`config.mk`:
```
export PLATFORM = sky130hd
export DESIGN_NAME = fifo_queue_with_delete_by_match
export DESIGN_NICKNAME = d
export VERILOG_FILES = /design/src/rtl/fqd_pkg.sv /design/src/rtl/fqd_cell.sv /design/src/rtl/fifo_queue_with_delete_by_match.sv
export SDC_FILE = /design/constraint.sdc
export NUM_CORES = 1
export LEC_CHECK = 0
export BUFFER_PORTS_ARGS = -buffer_cell sky130_fd_sc_hd__clkbuf_2
export CAP_MARGIN = 20
export CORE_AREA = 2 2 333 335
export CTS_CLUSTER_SIZE = 28
export DETAILED_ROUTE_END_ITERATION = 10
export DIE_AREA = 0 0 335 337
export MAX_ROUTING_LAYER = met4
export PLACE_DENSITY_LB_ADDON = 0.25
export SLEW_MARGIN = 20
export SYNTH_ARGS = -nofsm -noshare
export SYNTH_HDL_FRONTEND = slang
export SYNTH_SLANG_ARGS = --single-unit
```
`constraint.sdc`:
```
create_clock -name clk_i -period 3.4 [get_ports clk_i]
set_input_delay 0.34 -clock clk_i [delete_from_list [all_inputs] [get_ports clk_i]]
set_output_delay 0.34 -clock clk_i [all_outputs]
set_load 0.01 [all_outputs]
```
`src/rtl/fqd_pkg.sv`:
```
// fqd_pkg: shared types and constants for the FIFO queue with delete by match.
// No dependencies; used by fqd_cell and fifo_queue_with_delete_by_match.
`default_nettype none

package fqd_pkg;

  localparam int unsigned KindW  = 2;
  localparam int unsigned ValueW = 32;
  localparam int unsigned LenW   = 5;

  typedef enum logic [KindW-1:0] {
    KIND_ENQ = 2'd0,
    KIND_DEQ = 2'd1,
    KIND_DEL = 2'd2
  } kind_e;

  typedef enum logic [1:0] {
    ST_IDLE,
    ST_EXEC,
    ST_SWEEP,
    ST_RESP
  } state_e;

  typedef struct packed {
    logic [KindW-1:0]  kind;
    logic [ValueW-1:0] value;
  } in_req_t;

  typedef struct packed {
    logic              status;
    logic [ValueW-1:0] data_out;
    logic [LenW-1:0]   length;
  } out_rsp_t;

  // Per-cycle commands broadcast to every cell.
  typedef struct packed {
    logic shift;  // dequeue: every cell takes its neighbor's word
    logic load;   // enqueue: the cell at the tail slot takes the key word
  } cell_ctl_t;

endpackage

`default_nettype wire

```
`src/rtl/fqd_cell.sv`:
```
// fqd_cell: one queue slot. Holds a word, compares it against the key while
// the delete token visits, and shifts in its neighbor's word. Uses fqd_pkg.
`default_nettype none

module fqd_cell #(
  parameter int unsigned DATA_WIDTH = 32,
  parameter int unsigned CNT_W      = 5,
  parameter int unsigned IDX        = 0
) (
  input  wire logic                  clk_i,
  input  wire logic                  rst_ni,
  input  wire fqd_pkg::cell_ctl_t    ctl_i,
  input  wire logic [CNT_W-1:0]      count_i,
  input  wire logic [DATA_WIDTH-1:0] key_i,
  input  wire logic [DATA_WIDTH-1:0] nbr_word_i,
  input  wire logic                  tok_i,
  input  wire logic                  car_i,
  output logic [DATA_WIDTH-1:0]      word_o,
  output logic                       tok_o,
  output logic                       car_o
);

  logic [DATA_WIDTH-1:0] word_q, word_d;
  logic                  tok_q, car_q;
  logic                  occupied, is_tail, hit, carry;

  assign occupied = CNT_W'(IDX) < count_i;
  assign is_tail  = CNT_W'(IDX) == count_i;
  assign hit      = tok_q & occupied & (word_q == key_i);
  // once a match is seen at or before this slot, this slot closes the gap
  assign carry    = car_q | hit;

  always_comb begin
    word_d = word_q;
    if (ctl_i.shift) begin
      word_d = nbr_word_i;
    end else if (ctl_i.load && is_tail) begin
      word_d = key_i;
    end else if (tok_q && carry) begin
      word_d = nbr_word_i;
    end
  end

  always_ff @(posedge clk_i) begin
    word_q <= word_d;
  end

  always_ff @(posedge clk_i or negedge rst_ni) begin
    if (!rst_ni) begin
      tok_q <= 1'b0;
      car_q <= 1'b0;
    end else begin
      tok_q <= tok_i;
      car_q <= car_i;
    end
  end

  assign word_o = word_q;
  assign tok_o  = tok_q;
  assign car_o  = carry;

endmodule

`default_nettype wire

```
`src/rtl/fifo_queue_with_delete_by_match.sv`:
```
// fifo_queue_with_delete_by_match: bounded FIFO of words with delete of the
// first matching entry. Top level; uses fqd_pkg and a row of fqd_cell slots.
//
//  channel | signals                         | payload
//  --------+---------------------------------+---------------------------
//  in      | in_valid_i / in_ready_o         | in_req_i  (kind, value)
//  out     | out_valid_o / out_ready_i       | out_rsp_o (status, data_out, length)
//
// One request at a time. Enqueue, dequeue and rejected requests pass through
// accept, execute and the response register; a delete with a nonzero key adds a
// sweep state, as a token walks the cell row one slot per cycle carrying the match flag.
// Reset clears the length and all control; slot words stay undefined.
// A new request is accepted once the previous response sits in the output
// register, even if the consumer is stalling it.
`default_nettype none

module fifo_queue_with_delete_by_match #(
  parameter int unsigned DEPTH      = 16,
  parameter int unsigned DATA_WIDTH = 32
) (
  input  wire logic             clk_i,
  input  wire logic             rst_ni,
  input  wire logic             in_valid_i,
  output logic                  in_ready_o,
  input  wire fqd_pkg::in_req_t in_req_i,
  output logic                  out_valid_o,
  input  wire logic             out_ready_i,
  output fqd_pkg::out_rsp_t     out_rsp_o
);

  localparam int unsigned CntW = $clog2(DEPTH + 1);

  fqd_pkg::state_e   state_q, state_d;
  fqd_pkg::in_req_t  req_q, req_d;
  fqd_pkg::out_rsp_t rsp_q, rsp_d;
  logic [CntW-1:0]   count_q, count_d;
  logic              status_q, status_d;
  logic [fqd_pkg::ValueW-1:0] data_q, data_d;
  logic              out_valid_q, out_valid_d;

  fqd_pkg::cell_ctl_t    ctl;
  logic                  sweep_start;
  logic [DATA_WIDTH-1:0] key;
  logic [DATA_WIDTH-1:0] word_w [DEPTH];
  logic [DEPTH-1:0]      tok_w;
  logic [DEPTH-1:0]      car_w;

  assign key = DATA_WIDTH'(req_q.value);

  for (genvar gi = 0; gi < DEPTH; gi++) begin : g_cell
    logic [DATA_WIDTH-1:0] nbr;
    logic                  tin, cin;
    if (gi == DEPTH - 1) begin : g_last
      assign nbr = '0;
    end else begin : g_mid
      assign nbr = word_w[gi+1];
    end
    if (gi == 0) begin : g_first
      assign tin = sweep_start;
      assign cin = 1'b0;
    end else begin : g_rest
      assign tin = tok_w[gi-1];
      assign cin = car_w[gi-1];
    end
    fqd_cell #(
      .DATA_WIDTH(DATA_WIDTH),
      .CNT_W     (CntW),
      .IDX       (gi)
    ) u_cell (
      .clk_i     (clk_i),
      .rst_ni    (rst_ni),
      .ctl_i     (ctl),
      .count_i   (count_q),
      .key_i     (key),
      .nbr_word_i(nbr),
      .tok_i     (tin),
      .car_i     (cin),
      .word_o    (word_w[gi]),
      .tok_o     (tok_w[gi]),
      .car_o     (car_w[gi])
    );
  end

  assign in_ready_o = (state_q == fqd_pkg::ST_IDLE);

  always_comb begin
    state_d     = state_q;
    req_d       = req_q;
    count_d     = count_q;
    status_d    = status_q;
    data_d      = data_q;
    rsp_d       = rsp_q;
    out_valid_d = out_valid_q;
    ctl         = '0;
    sweep_start = 1'b0;

    if (out_valid_q && out_ready_i) begin
      out_valid_d = 1'b0;
    end

    case (state_q)
      fqd_pkg::ST_IDLE: begin
        if (in_valid_i) begin
          req_d   = in_req_i;
          state_d = fqd_pkg::ST_EXEC;
        end
      end
      fqd_pkg::ST_EXEC: begin
        status_d = 1'b1;
        data_d   = '0;
        state_d  = fqd_pkg::ST_RESP;
        case (req_q.kind)
          fqd_pkg::KIND_ENQ: begin
            if (key != '0 && count_q < CntW'(DEPTH)) begin
              ctl.load = 1'b1;
              count_d  = count_q + 1'b1;
              status_d = 1'b0;
            end
          end
          fqd_pkg::KIND_DEQ: begin
            if (count_q != '0) begin
              ctl.shift = 1'b1;
              count_d   = count_q - 1'b1;
              status_d  = 1'b0;
              data_d    = fqd_pkg::ValueW'(word_w[0]);
            end
          end
          fqd_pkg::KIND_DEL: begin
            if (key != '0) begin
              sweep_start = 1'b1;
              state_d     = fqd_pkg::ST_SWEEP;
            end
          end
          default: begin
          end
        endcase
      end
      fqd_pkg::ST_SWEEP: begin
        // token leaving the last slot closes the sweep
        if (tok_w[DEPTH-1]) begin
          status_d = ~car_w[DEPTH-1];
          if (car_w[DEPTH-1]) begin
            count_d = count_q - 1'b1;
          end
          state_d = fqd_pkg::ST_RESP;
        end
      end
      fqd_pkg::ST_RESP: begin
        if (!out_valid_q || out_ready_i) begin
          rsp_d.status   = status_q;
          rsp_d.data_out = data_q;
          rsp_d.length   = fqd_pkg::LenW'(count_q);
          out_valid_d    = 1'b1;
          state_d        = fqd_pkg::ST_IDLE;
        end
      end
      default: begin
        state_d = fqd_pkg::ST_IDLE;
      end
    endcase
  end

  always_ff @(posedge clk_i or negedge rst_ni) begin
    if (!rst_ni) begin
      state_q     <= fqd_pkg::ST_IDLE;
      count_q     <= '0;
      out_valid_q <= 1'b0;
    end else begin
      state_q     <= state_d;
      count_q     <= count_d;
      out_valid_q <= out_valid_d;
    end
  end

  always_ff @(posedge clk_i) begin
    req_q    <= req_d;
    status_q <= status_d;
    data_q   <= data_d;
    rsp_q    <= rsp_d;
  end

  assign out_valid_o = out_valid_q;
  assign out_rsp_o   = rsp_q;

  a_count_bound : assert property (@(posedge clk_i) disable iff (!rst_ni)
    count_q <= CntW'(DEPTH))
    else $error("queue length above depth");

  a_single_token : assert property (@(posedge clk_i) disable iff (!rst_ni)
    $onehot0(tok_w))
    else $error("more than one delete token in the cell row");

  a_token_only_in_sweep : assert property (@(posedge clk_i) disable iff (!rst_ni)
    (tok_w != '0) |-> (state_q == fqd_pkg::ST_SWEEP))
    else $error("delete token active outside a sweep");

  a_resp_source : assert property (@(posedge clk_i) disable iff (!rst_ni)
    $rose(out_valid_o) |-> $past(state_q) == fqd_pkg::ST_RESP)
    else $error("response raised without a pending result");

  a_count_quiet : assert property (@(posedge clk_i) disable iff (!rst_ni)
    (state_q == fqd_pkg::ST_IDLE || state_q == fqd_pkg::ST_RESP) |=> $stable(count_q))
    else $error("length changed outside execution");

endmodule

`default_nettype wire

```
=== Word level (Yosys, flattened, before mapping) ===
Index checks and enable logic that the tools add are counted.

* Add/subtract/negate cells: 2
* Multipliers: 0
* Divide/modulo/power cells: 0
* $lt $le $gt $ge: 17
* Equal/unequal tests: 43
* Shift operators: 0
* Mux-type cells: 75
* Bitwise logic cells: 48
* Reductions and logical operators: 64

{| class="wikitable"
|+ Operator list
! operator !! count
|-
| 32-bit 2-to-1 mux || 47
|-
| 32-bit equality test || 16
|-
| 3-bit nonzero test || 15
|-
| 4-bit by 5-bit equality test with 1-bit output (first input constant) || 8
|-
| 4-bit by 5-bit less-than comparator with 1-bit output (first input constant) || 8
|-
| 1-bit logical AND || 34
|-
| 1-bit AND || 32
|-
| 32-bit nonzero test || 1
|-
| 3-bit by 5-bit equality test with 1-bit output (first input constant) || 4
|-
| 3-bit by 5-bit less-than comparator with 1-bit output (first input constant) || 4
|-
| 5-bit 2-to-1 mux || 4
|-
| 5-bit one-hot mux with 2 select lines || 2
|-
| 1-bit 2-to-1 mux || 15
|-
| 1-bit OR || 15
|-
| 2-bit by 5-bit equality test with 1-bit output (first input constant) || 2
|-
| 1-bit by 5-bit less-than comparator with 1-bit output (first input constant) || 2
|-
| 2-bit by 5-bit less-than comparator with 1-bit output (first input constant) || 2
|-
| 2-bit 2-to-1 mux || 4
|-
| 2-bit one-hot mux with 4 select lines || 1
|-
| 2-bit AND reduction || 4
|-
| 2-bit equality test (second input constant) || 3
|-
| 3-bit inequality test (second input constant) || 2
|-
| 6-bit AND reduction || 1
|-
| 5-bit by 1-bit adder with 5-bit output (second input constant) || 1
|-
| 16 further kinds || 22
|}

* Register bits: 656
* Bits in latches: 0
* Memory bits (writable): 0
* Bits in read-only memories: 0
* Input bits: 38
* Word-level logic and storage cells: 306
* Memories kept: 0

=== Depth between registers and ports, before layout ===
* Word-level depth: 8
* Mapped depth: 10

=== Cells and area by module ===
Synthesis repeated with hierarchy kept, for this count alone.

* Cells, all modules: 2180
* Area total of the unflattened synthesis: 34227.8 sq um

{| class="wikitable"
|+ By module, submodules not included
! module !! times used !! cells an instance !! area an instance (sq um) !! sequential area each (sq um)
|-
| fifo_queue_with_delete_by_match || 1 || 225 || 4135.2 || 3353.2
|-
| fqd_cell (g_cell[5].u_cell) || 1 || 127 || 1983.2 || 1011.0
|-
| fqd_cell (g_cell[0].u_cell) || 1 || 125 || 1979.4 || 1011.0
|-
| fqd_cell (g_cell[8].u_cell) || 1 || 121 || 1979.4 || 1011.0
|-
| fqd_cell (g_cell[14].u_cell) || 1 || 127 || 1978.1 || 1011.0
|-
| fqd_cell (g_cell[12].u_cell) || 1 || 125 || 1971.9 || 1011.0
|-
| fqd_cell (g_cell[4].u_cell) || 1 || 121 || 1964.4 || 1011.0
|-
| fqd_cell (g_cell[10].u_cell) || 1 || 120 || 1835.5 || 1011.0
|-
| fqd_cell (g_cell[6].u_cell) || 1 || 121 || 1835.5 || 1011.0
|-
| fqd_cell (g_cell[2].u_cell) || 1 || 123 || 1831.8 || 1011.0
|-
| fqd_cell (g_cell[13].u_cell) || 1 || 122 || 1829.3 || 1011.0
|-
| fqd_cell (g_cell[11].u_cell) || 1 || 123 || 1825.5 || 1011.0
|-
| fqd_cell (g_cell[15].u_cell) || 1 || 120 || 1824.2 || 1011.0
|-
| fqd_cell (g_cell[9].u_cell) || 1 || 119 || 1820.5 || 1011.0
|-
| +3 rows || n/a || n/a || n/a || n/a
|}

=== Worst setup path after synthesis ===
OpenSTA, ideal clock, no wires.

* Path kind: reg2reg
* From: register state_q[1]
* To: register g_cell[11].u_cell.word_q[0] (enable)
* Library setup time: 0.395 ns
* Arrival time: 3.156 ns
* Data required time: 3.005 ns
* Setup slack: -0.151 ns
* Stages on the path, launching flop included: 8
* Period minus slack after synthesis: 3.551 ns
* Cells stage by stage: dfrtp_1 -> inv_1 -> ha_1 -> nand2b_1 -> nor2_1 -> nand4b_1 -> buf_2 -> nand3_1

* Cells in the longest elaborated chain, start to end: 4

{| class="wikitable"
|+ Ends and longest elaborated chain
! element !! line !! text
|-
| start: declaration || fifo_queue_with_delete_by_match.sv:33 || <nowiki>fqd_pkg::state_e state_q, state_d;</nowiki>
|-
| start signal: assignment || fifo_queue_with_delete_by_match.sv:165 || <nowiki>state_q <= fqd_pkg::ST_IDLE;</nowiki>
|-
| start signal: assignment || fifo_queue_with_delete_by_match.sv:169 || <nowiki>state_q <= state_d;</nowiki>
|-
| 2-bit by 1-bit equality test with 1-bit output (*) || fifo_queue_with_delete_by_match.sv:101 || <nowiki>case (state_q)</nowiki>
|-
| 2-bit 2-to-1 mux (*) || fifo_queue_with_delete_by_match.sv:101 ||
|-
| 1-bit logical AND || fqd_cell.sv:37 || <nowiki>end else if (ctl_i.load && is_tail) begin</nowiki>
|-
| 3-bit nonzero test (no source line) (*) || n/a ||
|-
| end signal: assignment || fqd_cell.sv:45 || <nowiki>word_q <= word_d;</nowiki>
|-
| end: declaration || fqd_cell.sv:23 || <nowiki>logic [DATA_WIDTH-1:0] word_q, word_d;</nowiki>
|}

Mark *: on every way between the ends. The rest lies on a longest branch, timed or not.
A chain may end at the register's enable or synchronous reset.

=== Final worst setup path ===
* From: register req_q, in the netlist key[1]
* To: register g_cell[15].u_cell.word_q[31]

* Cells in the longest elaborated chain, start to end: 7
* Elaborated cells on any way between the ends: 12

{| class="wikitable"
|+ Ends and longest elaborated chain
! element !! line !! text
|-
| start: declaration || fifo_queue_with_delete_by_match.sv:34 || <nowiki>fqd_pkg::in_req_t req_q, req_d;</nowiki>
|-
| start signal: assignment || fifo_queue_with_delete_by_match.sv:176 || <nowiki>req_q <= req_d;</nowiki>
|-
| 32-bit nonzero test || fifo_queue_with_delete_by_match.sv:114 || <nowiki>if (key != '0 && count_q < CntW'(DEPTH)) begin</nowiki>
|-
| 1-bit logical AND || fifo_queue_with_delete_by_match.sv:114 ||
|-
| 1-bit 2-to-1 mux || fifo_queue_with_delete_by_match.sv:114 ||
|-
| 1-bit 2-to-1 mux || fifo_queue_with_delete_by_match.sv:112 || <nowiki>case (req_q.kind)</nowiki>
|-
| 2-bit 2-to-1 mux || fifo_queue_with_delete_by_match.sv:101 ||
|-
| 1-bit logical AND || fqd_cell.sv:37 ||
|-
| 32-bit 2-to-1 mux / 2-bit nonzero test (equally long branches) || n/a ||
|-
| end signal: assignment || fqd_cell.sv:45 ||
|-
| end: declaration || fqd_cell.sv:23 ||
|}

Parallel ways exist; a longest one is shown, timed or not.

==> out/qor.yml <==
async_reset_ff_frac: 0.0595
vias: 19425
crit_path_end_kind: "flop"
tns_ns: 0
r2r_end: "g_cell[15].u_cell.word_o[31]$_SDFFE_PP0P_"
synth-edff-count: 585
clock_path_buffers: 3
dieArea_um2: 113000
area_growth_pct: 17.2
fmax_ghz: 0.310
globalRouteTotalUtil: 0.188
cap_violations: 0
r2r-start: "key[1]$_DFFE_PP_"
fin_crit_ns: 3.23
nFillCells: 10580
root_buffer: "clkbuf_16"
cts_setup_buffers: 0
synth_top_area_share: 0.538
io_buffers: 77
whs_ns: 0.0292
ys_ff_latch: 656
clkSinkCount: 656
hold_end: "key[22]$_DFFE_PP_"
gp_congestion: 0.884
ys.flop_type: "edfxtp_1"
p_int_mw: 17.8
hold_viol: 0
rsz0062_at_grt: "no"
ys_warn_count: 0
synth_area_leaders: "edfxtp_1, mux2_2, xnor2_1, xor2_1, dfrtp_1"
cts-buffers-inserted: 77
ff2ff_setup_slack_ns: 0.17
cp_max_fo: 22
antenna_found_initial: 3
initial_utilization: 0.298
drtAntennaViolNets: 0
io-pin-count: 78
yosys.area.top_type: "edfxtp_1"
nNetsFinal: 2445
ys_seq_area_frac: 0.588
setup_viol: 0
dp_hpwl_mm: 70.9
place_area_um2: 35400
grt_pass1_wl_mm: 149
gr-total-overflow: 0
rr_worst_depth: 7
final_common_cell: "edfxtp_1"
finClkSkew_ns: 0.0388
tritoncts: "yes"
die_w_um: 335
period_share: 0.950
routed_wl_mm: 103
syn_inst: 2289
relSlewSlack: 0.294
pre_cts_slack_ns: -0.0401
htree_levels: 3
mostFrequentLayoutCells: "edfxtp_1, mux2_2, xnor2_1"
clkPwrFrac: 0.330
die_h_um: 337
wl_per_cell_um: 26.6
power.net_switching_mw: 7.97
min_from: "in_req_i[22]"
vdd_ir_drop_max_mv: 0.389
fin_ws_ns: 0.169
switching_share: 0.309
dr.pass1.iters: 6
layout-drive-gt1-share: 0.311
p_comb_frac: 0.226
crit_type: "flop to flop"
num_rows: 122
syn-cell-area_um2: 32700
clock_latency_ns: 0.66
hold_class: "input pin to flop"
slew_violations: 0
grt_max_degree: 39
drc: 0
coreArea_um2: 110000
arrival_ns: 3.81
power_frac_seq: 0.444
vias_per_cell: 4.99
total_power_mw: 25.8
clk_pin_slew_ns: 0.06
power_density_nw_per_um2: 674
avgSynthCellArea_um2: 14.3
tightest_slew_ns: 1.06
p_leak_nw: 13.1
fin_area_um2: 38300
yosysUniqueCellTypes: 56
holdPathStages: 1
outcome: "complete, no violations"
drt-initial-drc-count: 1750
start_kind: "flop"
grt_pass1_vias: 20334
syn_nets: 2336
worstPathRequired_ns: 3.98
## power groups by stage
stage | logic (mW) | clock network, mW | registers [mW]
after floorplan | 3.52 | 0 | 11.3
after global placement | 5.75 | 0 | 11.6
after detailed placement | 5.78 | 0 | 11.6
after CTS | 5.86 | 8.65 | 11.4
after global routing | 6.23 | 8.94 | 11.6
final | 5.83 | 8.50 | 11.4
## timing repair
action	in CTS	in global routing
endpoints found under the hold margin	58	1
endpoints found under the setup margin	11	0
resized for setup	1	0
hold buffers	32	1
## how the worst max path moves through the flow
stage / start / endpoint / slack, ns
after floorplan: state_q[1]$_DFFE_PN0P_ / g_cell[11].u_cell.word_o[0]$_DFFE_PP_ / 0.24
after global placement: key[1]$_DFFE_PP_ / g_cell[15].u_cell.word_o[14]$_SDFFE_PP0P_ / -0.01
after detailed placement: key[1]$_DFFE_PP_ / g_cell[15].u_cell.word_o[28]$_SDFFE_PP0P_ / -0.04
after CTS: key[6]$_DFFE_PP_ / g_cell[15].u_cell.word_o[28]$_SDFFE_PP0P_ / 0.13
after global routing: key[25]$_DFFE_PP_ / g_cell[12].u_cell.word_o[18]$_DFFE_PP_ / 0.07
final: key[1]$_DFFE_PP_ / g_cell[15].u_cell.word_o[31]$_SDFFE_PP0P_ / 0.17
## Yosys cell counts (all sizes together), types with 6 or more instances
master,number
nand4,78
nor3,16
nand2,47
a22o,32
dfrtp,39
buf,107
and4,6
edfxtp,585
mux2,464
xor2,206
nand2b,7
xnor2,303
ha,9
clkbuf,88
inv,22
o21ai,24
nor4,78
dfxtp,32
nor2,13
and2,38
nand3,30
a21oi,9
o31ai,6
a31o,6
## kinds of logic after synthesis
logic type	synth area share
mux	0.161
simple gates	0.0566
fa+ha+maj	0.00345
xor+xnor	0.137
compound gates	0.0249
flops	0.588
buf+inv	0.0303
## area by class of cell
class	instances	area (um2)	area share
flip-flops and latches	656	19200	0.502
multi-input cells	1416	12500	0.327
repair buffers	225	2140	0.0560
clock buffers	102	2040	0.0533
well taps	1426	1780	0.0466
clock inverters	41	522	0.0136
inverters	22	82.6	0.00216
diodes	1	2.50	0.0000654
## metrics by stage
step,utilization,cells
finish,0.349,3889
global route,0.349,3888
CTS,0.349,3887
detailed placement,0.323,3712
global placement,0.323,3712
floorplan,-,2289
## metal layers
metal / global-route usage / part of all wire / vias up
li1: - / - / 8666
met1: 0.249 / 0.45 / 10009
met2: 0.303 / 0.48 / 617
met3: 0.0264 / 0.051 / 133
met4: 0.0512 / 0.025 / 0
met5: - / 0 / -
## worst max-delay path, stage by stage (launching register included)
cell and delay [ns]:
edfxtp_1 0.53, nor4_2 0.66, and4_1 0.37, a21oi_2 0.10, and4_4 0.21, a211oi_4 0.82
buf_4 0.32, a22o_1 0.15
## state kept, by name, indices dropped and copies added, names as in the netlist
name	cells
count_q	5
data_q	32
g_cell.u_cell.car_q	15
g_cell.u_cell.tok_o	16
g_cell.u_cell.word_o	512
key	32
out_rsp_o	38
out_valid_o	1
req_q	2
state_q	2
status_q	1
Note: power is estimated with default switching activity, not from simulation.
